$ cat src/rtl/core/mmd_pkg.sv
// Package for the min/max decimator: widths, request types and register indexes.
`default_nettype none

package mmd_pkg;

    localparam int SAMPLE_WIDTH = 16;
    localparam int TIME_WIDTH   = 48;
    localparam int LEN_WIDTH    = 13;
    localparam int GAIN_WIDTH   = 16;
    localparam int COUNT_WIDTH  = 12;
    localparam int POINT_WIDTH  = 24;
    localparam int CFG_WIDTH    = 16;
    localparam int PROD_WIDTH   = SAMPLE_WIDTH + GAIN_WIDTH + 1;
    localparam int SHIFT_WIDTH  = PROD_WIDTH - 8;

    localparam logic [LEN_WIDTH-1:0]  MaxWindow   = LEN_WIDTH'(4096);
    localparam logic [LEN_WIDTH-1:0]  ResetWindow = LEN_WIDTH'(4);
    localparam logic [GAIN_WIDTH-1:0] ResetGain   = GAIN_WIDTH'(256);

    typedef enum logic
    {
        REG_WINDOW_LENGTH = 1'b0,
        REG_GAIN          = 1'b1
    } cfg_index_t;

    typedef struct packed
    {
        logic signed [SAMPLE_WIDTH-1:0] sample_value;
        logic [TIME_WIDTH-1:0]          sample_time;
        logic                           record_end;
    } sample_t;

    typedef struct packed
    {
        logic [TIME_WIDTH-1:0]          point_time;
        logic signed [POINT_WIDTH-1:0]  point_value;
        logic                           is_maximum;
        logic                           last_of_pair;
    } point_t;

endpackage

`default_nettype wire

$ cat src/rtl/core/min_max_decimator.sv
// Top level of the min/max peak-detect decimator.
// A closing sample's points pass through the pair register, then the output register;
//   the second point of the pair follows the first.
// Throughput: 1 sample per cycle while in_ready is high; a window close needs the pair register,
//   which drains one point at a time through the single gain multiplier as out_ready allows.
// Reset (rst_n low, asynchronous): window empty, no points pending, length 4, gain 256.
`default_nettype none

module min_max_decimator
    import mmd_pkg::*;
(
    input  wire logic                 clk,
    input  wire logic                 rst_n,
    input  wire logic                 in_valid,
    output logic                      in_ready,
    input  wire sample_t              in_data,
    output logic                      out_valid,
    input  wire logic                 out_ready,
    output point_t                    out_data,
    input  wire logic                 cfg_we,
    input  wire cfg_index_t           cfg_index,
    input  wire logic [CFG_WIDTH-1:0] cfg_data
);

    logic [LEN_WIDTH-1:0]           window_length_reg;
    logic [GAIN_WIDTH-1:0]          gain_reg;

    logic [COUNT_WIDTH-1:0]         count_reg, count_next;
    logic signed [SAMPLE_WIDTH-1:0] min_reg, min_next;
    logic signed [SAMPLE_WIDTH-1:0] max_reg, max_next;
    logic [TIME_WIDTH-1:0]          min_time_reg, min_time_next;
    logic [TIME_WIDTH-1:0]          max_time_reg, max_time_next;

    logic                           pair_valid_reg, pair_valid_next;
    logic                           ptr_reg, ptr_next;
    logic                           min_first_reg;
    logic signed [SAMPLE_WIDTH-1:0] pair_min_reg, pair_max_reg;
    logic [TIME_WIDTH-1:0]          pair_min_time_reg, pair_max_time_reg;

    logic                           out_valid_reg, out_valid_next;
    point_t                         out_data_reg;

    logic [LEN_WIDTH-1:0]           len_eff;
    logic [LEN_WIDTH-1:0]           count_inc;
    logic                           closes;
    logic                           accept;
    logic                           load_out;
    logic                           pair_done;
    logic                           pair_free;
    logic                           sel_max;
    logic signed [SAMPLE_WIDTH-1:0] sel_value;
    logic signed [PROD_WIDTH-1:0]   product;
    logic signed [SHIFT_WIDTH-1:0]  shifted;
    point_t                         point_next;

    always_comb
    begin
        if (window_length_reg == '0)
            len_eff = LEN_WIDTH'(1);
        else if (window_length_reg > MaxWindow)
            len_eff = MaxWindow;
        else
            len_eff = window_length_reg;
        count_inc = {1'b0, count_reg} + LEN_WIDTH'(1);
        closes    = in_data.record_end || (count_inc >= len_eff);
    end

    assign load_out  = pair_valid_reg && (!out_valid_reg || out_ready);
    assign pair_done = load_out && ptr_reg;
    assign pair_free = !pair_valid_reg || pair_done;
    assign in_ready  = pair_free || !closes;
    assign accept    = in_valid && in_ready;

    always_comb
    begin
        min_next      = min_reg;
        max_next      = max_reg;
        min_time_next = min_time_reg;
        max_time_next = max_time_reg;
        count_next    = count_reg;
        if (accept)
        begin
            if (count_reg == '0)
            begin
                min_next      = in_data.sample_value;
                max_next      = in_data.sample_value;
                min_time_next = in_data.sample_time;
                max_time_next = in_data.sample_time;
            end
            else
            begin
                if (in_data.sample_value < min_reg)
                begin
                    min_next      = in_data.sample_value;
                    min_time_next = in_data.sample_time;
                end
                if (in_data.sample_value > max_reg)
                begin
                    max_next      = in_data.sample_value;
                    max_time_next = in_data.sample_time;
                end
            end
            count_next = closes ? '0 : count_inc[COUNT_WIDTH-1:0];
        end
    end

    always_comb
    begin
        pair_valid_next = pair_valid_reg;
        ptr_next        = ptr_reg;
        if (accept && closes)
        begin
            pair_valid_next = 1'b1;
            ptr_next        = 1'b0;
        end
        else if (pair_done)
        begin
            pair_valid_next = 1'b0;
            ptr_next        = 1'b0;
        end
        else if (load_out)
        begin
            ptr_next = 1'b1;
        end
    end

    // scale the selected extreme: floor(value * gain / 256), saturated
    always_comb
    begin
        sel_max   = ptr_reg ? min_first_reg : !min_first_reg;
        sel_value = sel_max ? pair_max_reg : pair_min_reg;
        product   = PROD_WIDTH'(sel_value) * $signed({1'b0, gain_reg});
        shifted   = product[PROD_WIDTH-1:8];
        point_next.point_time   = sel_max ? pair_max_time_reg : pair_min_time_reg;
        point_next.is_maximum   = sel_max;
        point_next.last_of_pair = ptr_reg;
        if (shifted > SHIFT_WIDTH'(8388607))
            point_next.point_value = POINT_WIDTH'(8388607);
        else if (shifted < -SHIFT_WIDTH'(8388608))
            point_next.point_value = POINT_WIDTH'(-8388608);
        else
            point_next.point_value = shifted[POINT_WIDTH-1:0];
    end

    always_comb
    begin
        if (load_out)
            out_valid_next = 1'b1;
        else if (out_ready)
            out_valid_next = 1'b0;
        else
            out_valid_next = out_valid_reg;
    end

    always_ff @(posedge clk or negedge rst_n)
    begin
        if (!rst_n)
        begin
            window_length_reg <= ResetWindow;
            gain_reg          <= ResetGain;
            count_reg         <= '0;
            min_reg           <= '0;
            max_reg           <= '0;
            min_time_reg      <= '0;
            max_time_reg      <= '0;
            pair_valid_reg    <= 1'b0;
            ptr_reg           <= 1'b0;
            out_valid_reg     <= 1'b0;
        end
        else
        begin
            if (cfg_we)
            begin
                unique case (cfg_index)
                    REG_WINDOW_LENGTH: window_length_reg <= cfg_data[LEN_WIDTH-1:0];
                    REG_GAIN:          gain_reg          <= cfg_data[GAIN_WIDTH-1:0];
                    default:           gain_reg          <= gain_reg;
                endcase
            end
            count_reg      <= count_next;
            min_reg        <= min_next;
            max_reg        <= max_next;
            min_time_reg   <= min_time_next;
            max_time_reg   <= max_time_next;
            pair_valid_reg <= pair_valid_next;
            ptr_reg        <= ptr_next;
            out_valid_reg  <= out_valid_next;
        end
    end

    always_ff @(posedge clk)
    begin
        if (accept && closes)
        begin
            pair_min_reg      <= min_next;
            pair_max_reg      <= max_next;
            pair_min_time_reg <= min_time_next;
            pair_max_time_reg <= max_time_next;
            min_first_reg     <= min_time_next < max_time_next;
        end
        if (load_out)
            out_data_reg <= point_next;
    end

    assign out_valid = out_valid_reg;
    assign out_data  = out_data_reg;

endmodule

`default_nettype wire

$ cat config.mk
export PLATFORM = sky130hd
export DESIGN_NAME = min_max_decimator
export DESIGN_NICKNAME = d
export VERILOG_FILES = /design/src/rtl/core/mmd_pkg.sv /design/src/rtl/core/min_max_decimator.sv
export SDC_FILE = /design/constraint.sdc
export NUM_CORES = 1
export LEC_CHECK = 0
export ABC_AREA = 1
export BUFFER_PORTS_ARGS = -buffer_cell sky130_fd_sc_hd__buf_2
export CAP_MARGIN = 10
export CORE_MARGIN = 2
export CORE_UTILIZATION = 59
export DETAILED_ROUTE_END_ITERATION = 10
export PLACE_DENSITY = 0.81
export SLEW_MARGIN = 25
export SYNTH_ARGS = -nofsm -noshare
export SYNTH_HDL_FRONTEND = slang
export SYNTH_SLANG_ARGS = --single-unit
$ cat constraint.sdc
create_clock -name clk -period 9.1 [get_ports clk]
set_input_delay 1.365 -clock clk [delete_from_list [all_inputs] [get_ports clk]]
set_output_delay 1.365 -clock clk [all_outputs]
set_load 0.01 [all_outputs]
== Yosys cells after proc, flatten, opt, wreduce, memory -nomap -nowiden ==
Cells that the tools add are included.

* Flip-flop bits (word level): 375
* Bits of input ports: 87
* Output and inout bits: 76
* Word-level logic and storage cells: 74

* Add/subtract/negate cells: 1
* $mul: 1
* Order comparisons: 7
* Muxes and demuxes: 26
* Bitwise gates (word level): 1
* Reduce and logical (&&, ||, !) cells: 19

{| class="wikitable"
|+ Operators with widths
! operator !! number
|-
| two-way mux 48 bit || 7
|-
| two-way mux 16 bit || 7
|-
| less-than comparator 48 bit || 1
|-
| multiplier 16 x 17 -> 33 bit || 1
|-
| two-way mux 13 bit || 2
|-
| greater-than comparator 25 x 24 -> 1 bit (second input constant) || 1
|-
| less-than comparator 25 x 24 -> 1 bit (second input constant) || 1
|-
| two-way mux 24 bit || 1
|-
| greater-than comparator 16 bit || 1
|-
| less-than comparator 16 bit || 1
|-
| adder 12 x 1 -> 13 bit (second input constant) || 1
|-
| >= comparator 13 bit || 1
|-
| greater-than comparator 13 bit (second input constant) || 1
|-
| zero test 13 bit || 1
|-
| zero test 12 bit || 1
|-
| two-way mux 12 bit || 1
|-
| two-way mux 1 bit || 8
|-
| logical AND 1 bit || 4
|-
| zero test 1 bit || 4
|-
| logical OR 1 bit || 4
|-
| AND reduction 2 bit || 2
|-
| nonzero test 2 bit || 2
|-
| nonzero test 3 bit || 1
|-
| inverter 1 bit || 1
|}

== Logic depth before layout (Yosys ltp) ==
* Depth after elaboration: 10
* Depth in mapped cells: 35
* Depth with buffers taken out: 32

== Worst setup path before layout ==
OpenSTA, ideal clock, no wires.

* Path kind: flip-flop to flip-flop
* From: reg ptr_reg
* To: reg out_data_reg, in the netlist out_data[4], data pin
* Library setup time: 256 ps
* Data arrival time: 6414 ps
* Data required time: 8844 ps
* Path slack: 2430 ps
* Cell stages (with the launch flop): 35
* Buffers on the path: 3
* Clock period less this slack: 6670 ps
* Cells stage by stage: dfrtp_1 > inv_2 > nand2_1 > nand2_2 > clkbuf_1 > or2_2 > o21ai_0 > inv_1 > clkbuf_1 > nand2_1 > fa_1 > inv_1 > fa_1 > inv_1 > fa_1 > inv_1 > fa_1 > fa_1 > inv_1 > fa_1 > inv_1 > ha_1 > a21oi_1 > inv_1 > a31oi_1 > o211ai_2 > nand2_1 > nand2_1 > nand2_1 > nand3_1 > nand2_1 > nand2_4 > buf_6 > nand2_1 > nand2_1

* Word-level cells in the longest chain between the ends: 5
* Elaborated cells between the ends (all ways): 6
* Those cells by class: 1 x mul; 2 x order compare; 3 x mux

{| class="wikitable"
|+ RTL lines
! item !! line !! RTL
|-
| start, declared || min_max_decimator.sv:35 || <nowiki>logic ptr_reg, ptr_next;</nowiki>
|-
| start signal, assigned || min_max_decimator.sv:186 || <nowiki>ptr_reg <= ptr_next;</nowiki>
|-
| two-way mux 1 bit * || min_max_decimator.sv:130 || <nowiki>sel_max = ptr_reg ? min_first_reg : !min_first_reg;</nowiki>
|-
| two-way mux 16 bit * || min_max_decimator.sv:131 || <nowiki>sel_value = sel_max ? pair_max_reg : pair_min_reg;</nowiki>
|-
| multiplier 16 x 17 -> 33 bit * || min_max_decimator.sv:132 || <nowiki>product = PROD_WIDTH'(sel_value) * $signed({1'b0, gain_reg});</nowiki>
|-
| less-than comparator 25 x 24 -> 1 bit || min_max_decimator.sv:139 || <nowiki>else if (shifted < -SHIFT_WIDTH'(8388608))</nowiki>
|-
| two-way mux 24 bit || min_max_decimator.sv:139 ||
|-
| end signal, assigned || min_max_decimator.sv:202 || <nowiki>out_data_reg <= point_next;</nowiki>
|-
| end, declared || min_max_decimator.sv:41 || <nowiki>point_t out_data_reg;</nowiki>
|}

Mark *: on every way between the ends. The rest lies on a longest branch, timed or not.
A chain may end at the register's enable or synchronous reset.

== Final worst setup path ==
* From: reg ptr_reg
* To: reg out_data_reg, in the netlist out_data[8], data pin

The elaborated chain is that of the path after synthesis.

==> results by group <==
Synth
  – Mapped Nets: 3078
  – Ys flop type: edfxtp_1
  – Area share of the largest cell type after synthesis: 24.4%
  – Ys async rst share: 45.9%
  – Most frequent cell after synthesis: nand2_1
  – Cell variety after synth: 51
  – Synth Instances: 2586
  – Post-synthesis area per instance: 9.65 um2
  – Number of enable flip-flop cells after synthesis: 203
  – Seq/Total Area, Yosys: 41.7%
  – Syn. warnings: 0
  – Yosys reg bits: 375
  – Synth area leaders: edfxtp_1, dfrtp_1, fa_1
  – Top cells by instance count after synthesis: nand2_1, inv_1, ha_1, edfxtp_1, fa_1
  – Yosys top cell by area: edfxtp_1
  – Post-Syn Area: 0.0250 mm2

GRT
  – GR Util All Layers: 29.0%
  – First-pass GRT wire length: 99500 um
  – Largest net degree at the start of global routing: 112
  – Vias in the first global route: 19515
  – Initial antenna violation count: 9
  – Grt ovf: 0

Run
  – Max-cap violations: 0

Placed design
  – Gpl congestion: 0.933
  – Dpl cells: 3230
  – Port bufs: 162
  – Hpwl dp: 44800 um

Layout
  – Area Growth Syn to Fin: 10.7%
  – Max reg flops: 74
  – Share of layout cells above drive strength 1: 12.1%
  – Util after Layout: 66.0%
  – Nets: 3223
  – Post-Layout Cell Count: 3304

Clocking
  – Hold_buf cts: 0
  – Clock-pin slew on the worst setup and hold paths: 0.06 ns
  – Clk buf depth: 3
  – H-tree lvl count: 2
  – Clock root buffer: clkbuf_16
  – Post-CTS sizing: 0
  – Post-CTS Setup Bufs: 0
  – Clk sinks: 375
  – CTS tree: yes
  – Clock latency on the worst-skew pair: 0.57 ns
  – Number of buffers created by CTS: 38

Setup path
  – Worst EP required: 9.50 ns
  – Reg2reg path depth: 30
  – Largest stage delay on the critical path: 0.63 ns
  – Critical Path Sink: out_data[8]
  – CP Class: reg2reg
  – Crit-path max FO: 59
  – CP arrival: 8.35 ns
  – Reg2reg setup slack: 1.15 ns
  – Max stage delay cell, worst path: buf_4
  – Startpoint class of the critical path: flop
  – Reg-to-reg endpoint: out_data[8]
  – CP delay by family, top: adder cells
  – Cell count along the critical path: 30
  – Worst Setup End Kind: flop
  – Most used cell, CP: nand2_1
  – Crit path from: ptr_reg
  – Worst R2R Start: ptr_reg
  – Buf+Inv Stages, Crit Path: 9

STA
  – Least-Margin Pin Slew: 1.08 ns
  – Endpoints failing setup: 0
  – Fmax: 126 MHz
  – Skew final: 0.0287 ns
  – Final-report hold violation count: 0
  – Period minus WS final: 7.95 ns
  – RSZ-0062 raised after global routing: no
  – Max transition margin: 27.2%
  – Setup TNS: 0 ns
  – Slew Viols, Final: 0
  – Tcrit/Tclk final: 87.4%
  – Hold WS: 0.507 ns

Floorplan
  – # rows: 75
  – Num ports: 163
  – Core area: 0.0419 mm2
  – Initial core utilization: 59.6%
  – Die Area: 0.0440 mm2
  – Die width: 210 um
  – Die Ht: 210 um

Routing
  – # DRC: 0
  – Post-DR vias/cell: 5.52
  – DRT Pass-1 Iters: 6
  – ANT nets after route: 0
  – Final WL: 61400 um
  – Total number of vias: 18243
  – Initial DRC Count: 1289
  – Drt wl/cell: 18.6 um

Status
  – Status: finished clean

Min path
  – HP Class: reg2reg
==> logic make-up (layout without fill, tap and decap cells) <==
| group | after synthesis | after routing | share of synthesized area, % |
|---|---|---|---|
| and+or+nand+nor | 881 | 881 | 14.2 |
| buffers and inverters | 585 | 760 | 8.91 |
| adders and majority gates | 405 | 405 | 26.1 |
| DFF | 375 | 375 | 41.7 |
| AOI/OAI and AO/OA | 262 | 262 | 5.91 |
| muxes | 47 | 47 | 2.12 |
| xor gates and xnor gates | 31 | 31 | 1.09 |
| other | 0 | 4 | 0 |
==> worst min path at each step <==
stage | start | end | slack (ns) | depth (start not counted)
floorplan | window_length_reg[12] | window_length_reg[12] | 0.45 | 2
global placement | max_time_reg[0] | max_time_reg[0] | 0.47 | 2
detailed placement | window_length_reg[12] | window_length_reg[12] | 0.48 | 2
CTS | window_length_reg[12] | window_length_reg[12] | 0.51 | 2
global route | pair_min_time_reg[40] | out_data[66] | 0.53 | 2
finish | window_length_reg[12] | window_length_reg[12] | 0.51 | 2
==> cells in the final DEF, fill, tap and decap left out, types with 6 or more instances in the layout <==
cell type	netlist	layout
buf_2	2	161
nand4_1	21	21
nor2_1	184	184
buf_4	1	14
a211oi_1	6	6
nand2_1	600	598
edfxtp_1	203	203
nand2_2	8	9
a21oi_1	66	66
ha_1	212	212
o21ai_0	135	135
clkbuf_8	0	6
o21ai_1	6	6
clkinv_1	6	6
fa_1	193	193
xnor2_1	6	6
or2_2	14	14
mux2_2	47	47
o22ai_1	10	10
nor3_1	11	11
inv_1	505	503
clkbuf_16	0	39
clkbuf_1	60	7
xor2_1	25	25
o21a_1	11	11
nand3_1	26	26
clkinv_2	0	8
dfrtp_1	170	170
==> stage by stage <==
step / setup WS (ns) / instance area, um2
after floorplan: 2.43 / 25000
after global placement: 1.54 / 26300
after global routing: 0.659 / 27600
final: 1.15 / 27600
after detailed placement: 1.18 / 26300
after CTS: 1.19 / 27600
==> final cells by class <==
class                      instances  area, um2
clock inverter                    19        262
timing repair buffer             176        925
tap                              539        674
multi-input combinational       1626      12300
clock buffer                      51       1070
inverter                         514       1930
fill                            3178      14200
sequential                       375      10400
antenna                            4       10.0
==> routing by layer <==
metal / routed length (um) / global-route usage [%]
met1: 23500 / 35.6
met2: 30600 / 49.7
met3: 5030 / 7.00
met4: 2250 / 11.7
met5: 63 / 0
==> worst min-delay path, delay by kind of cell (launching register included) <==
family | cells | cell delay (ns)
AO/OA/AOI/OAI | 1 | 0.07
flip-flops | 1 | 0.35
AND/OR/NAND/NOR | 1 | 0.05
Power is left out: the tool's default activity adds up to more than one toggle a clock period on the data nets, which glitch-free logic cannot reach.
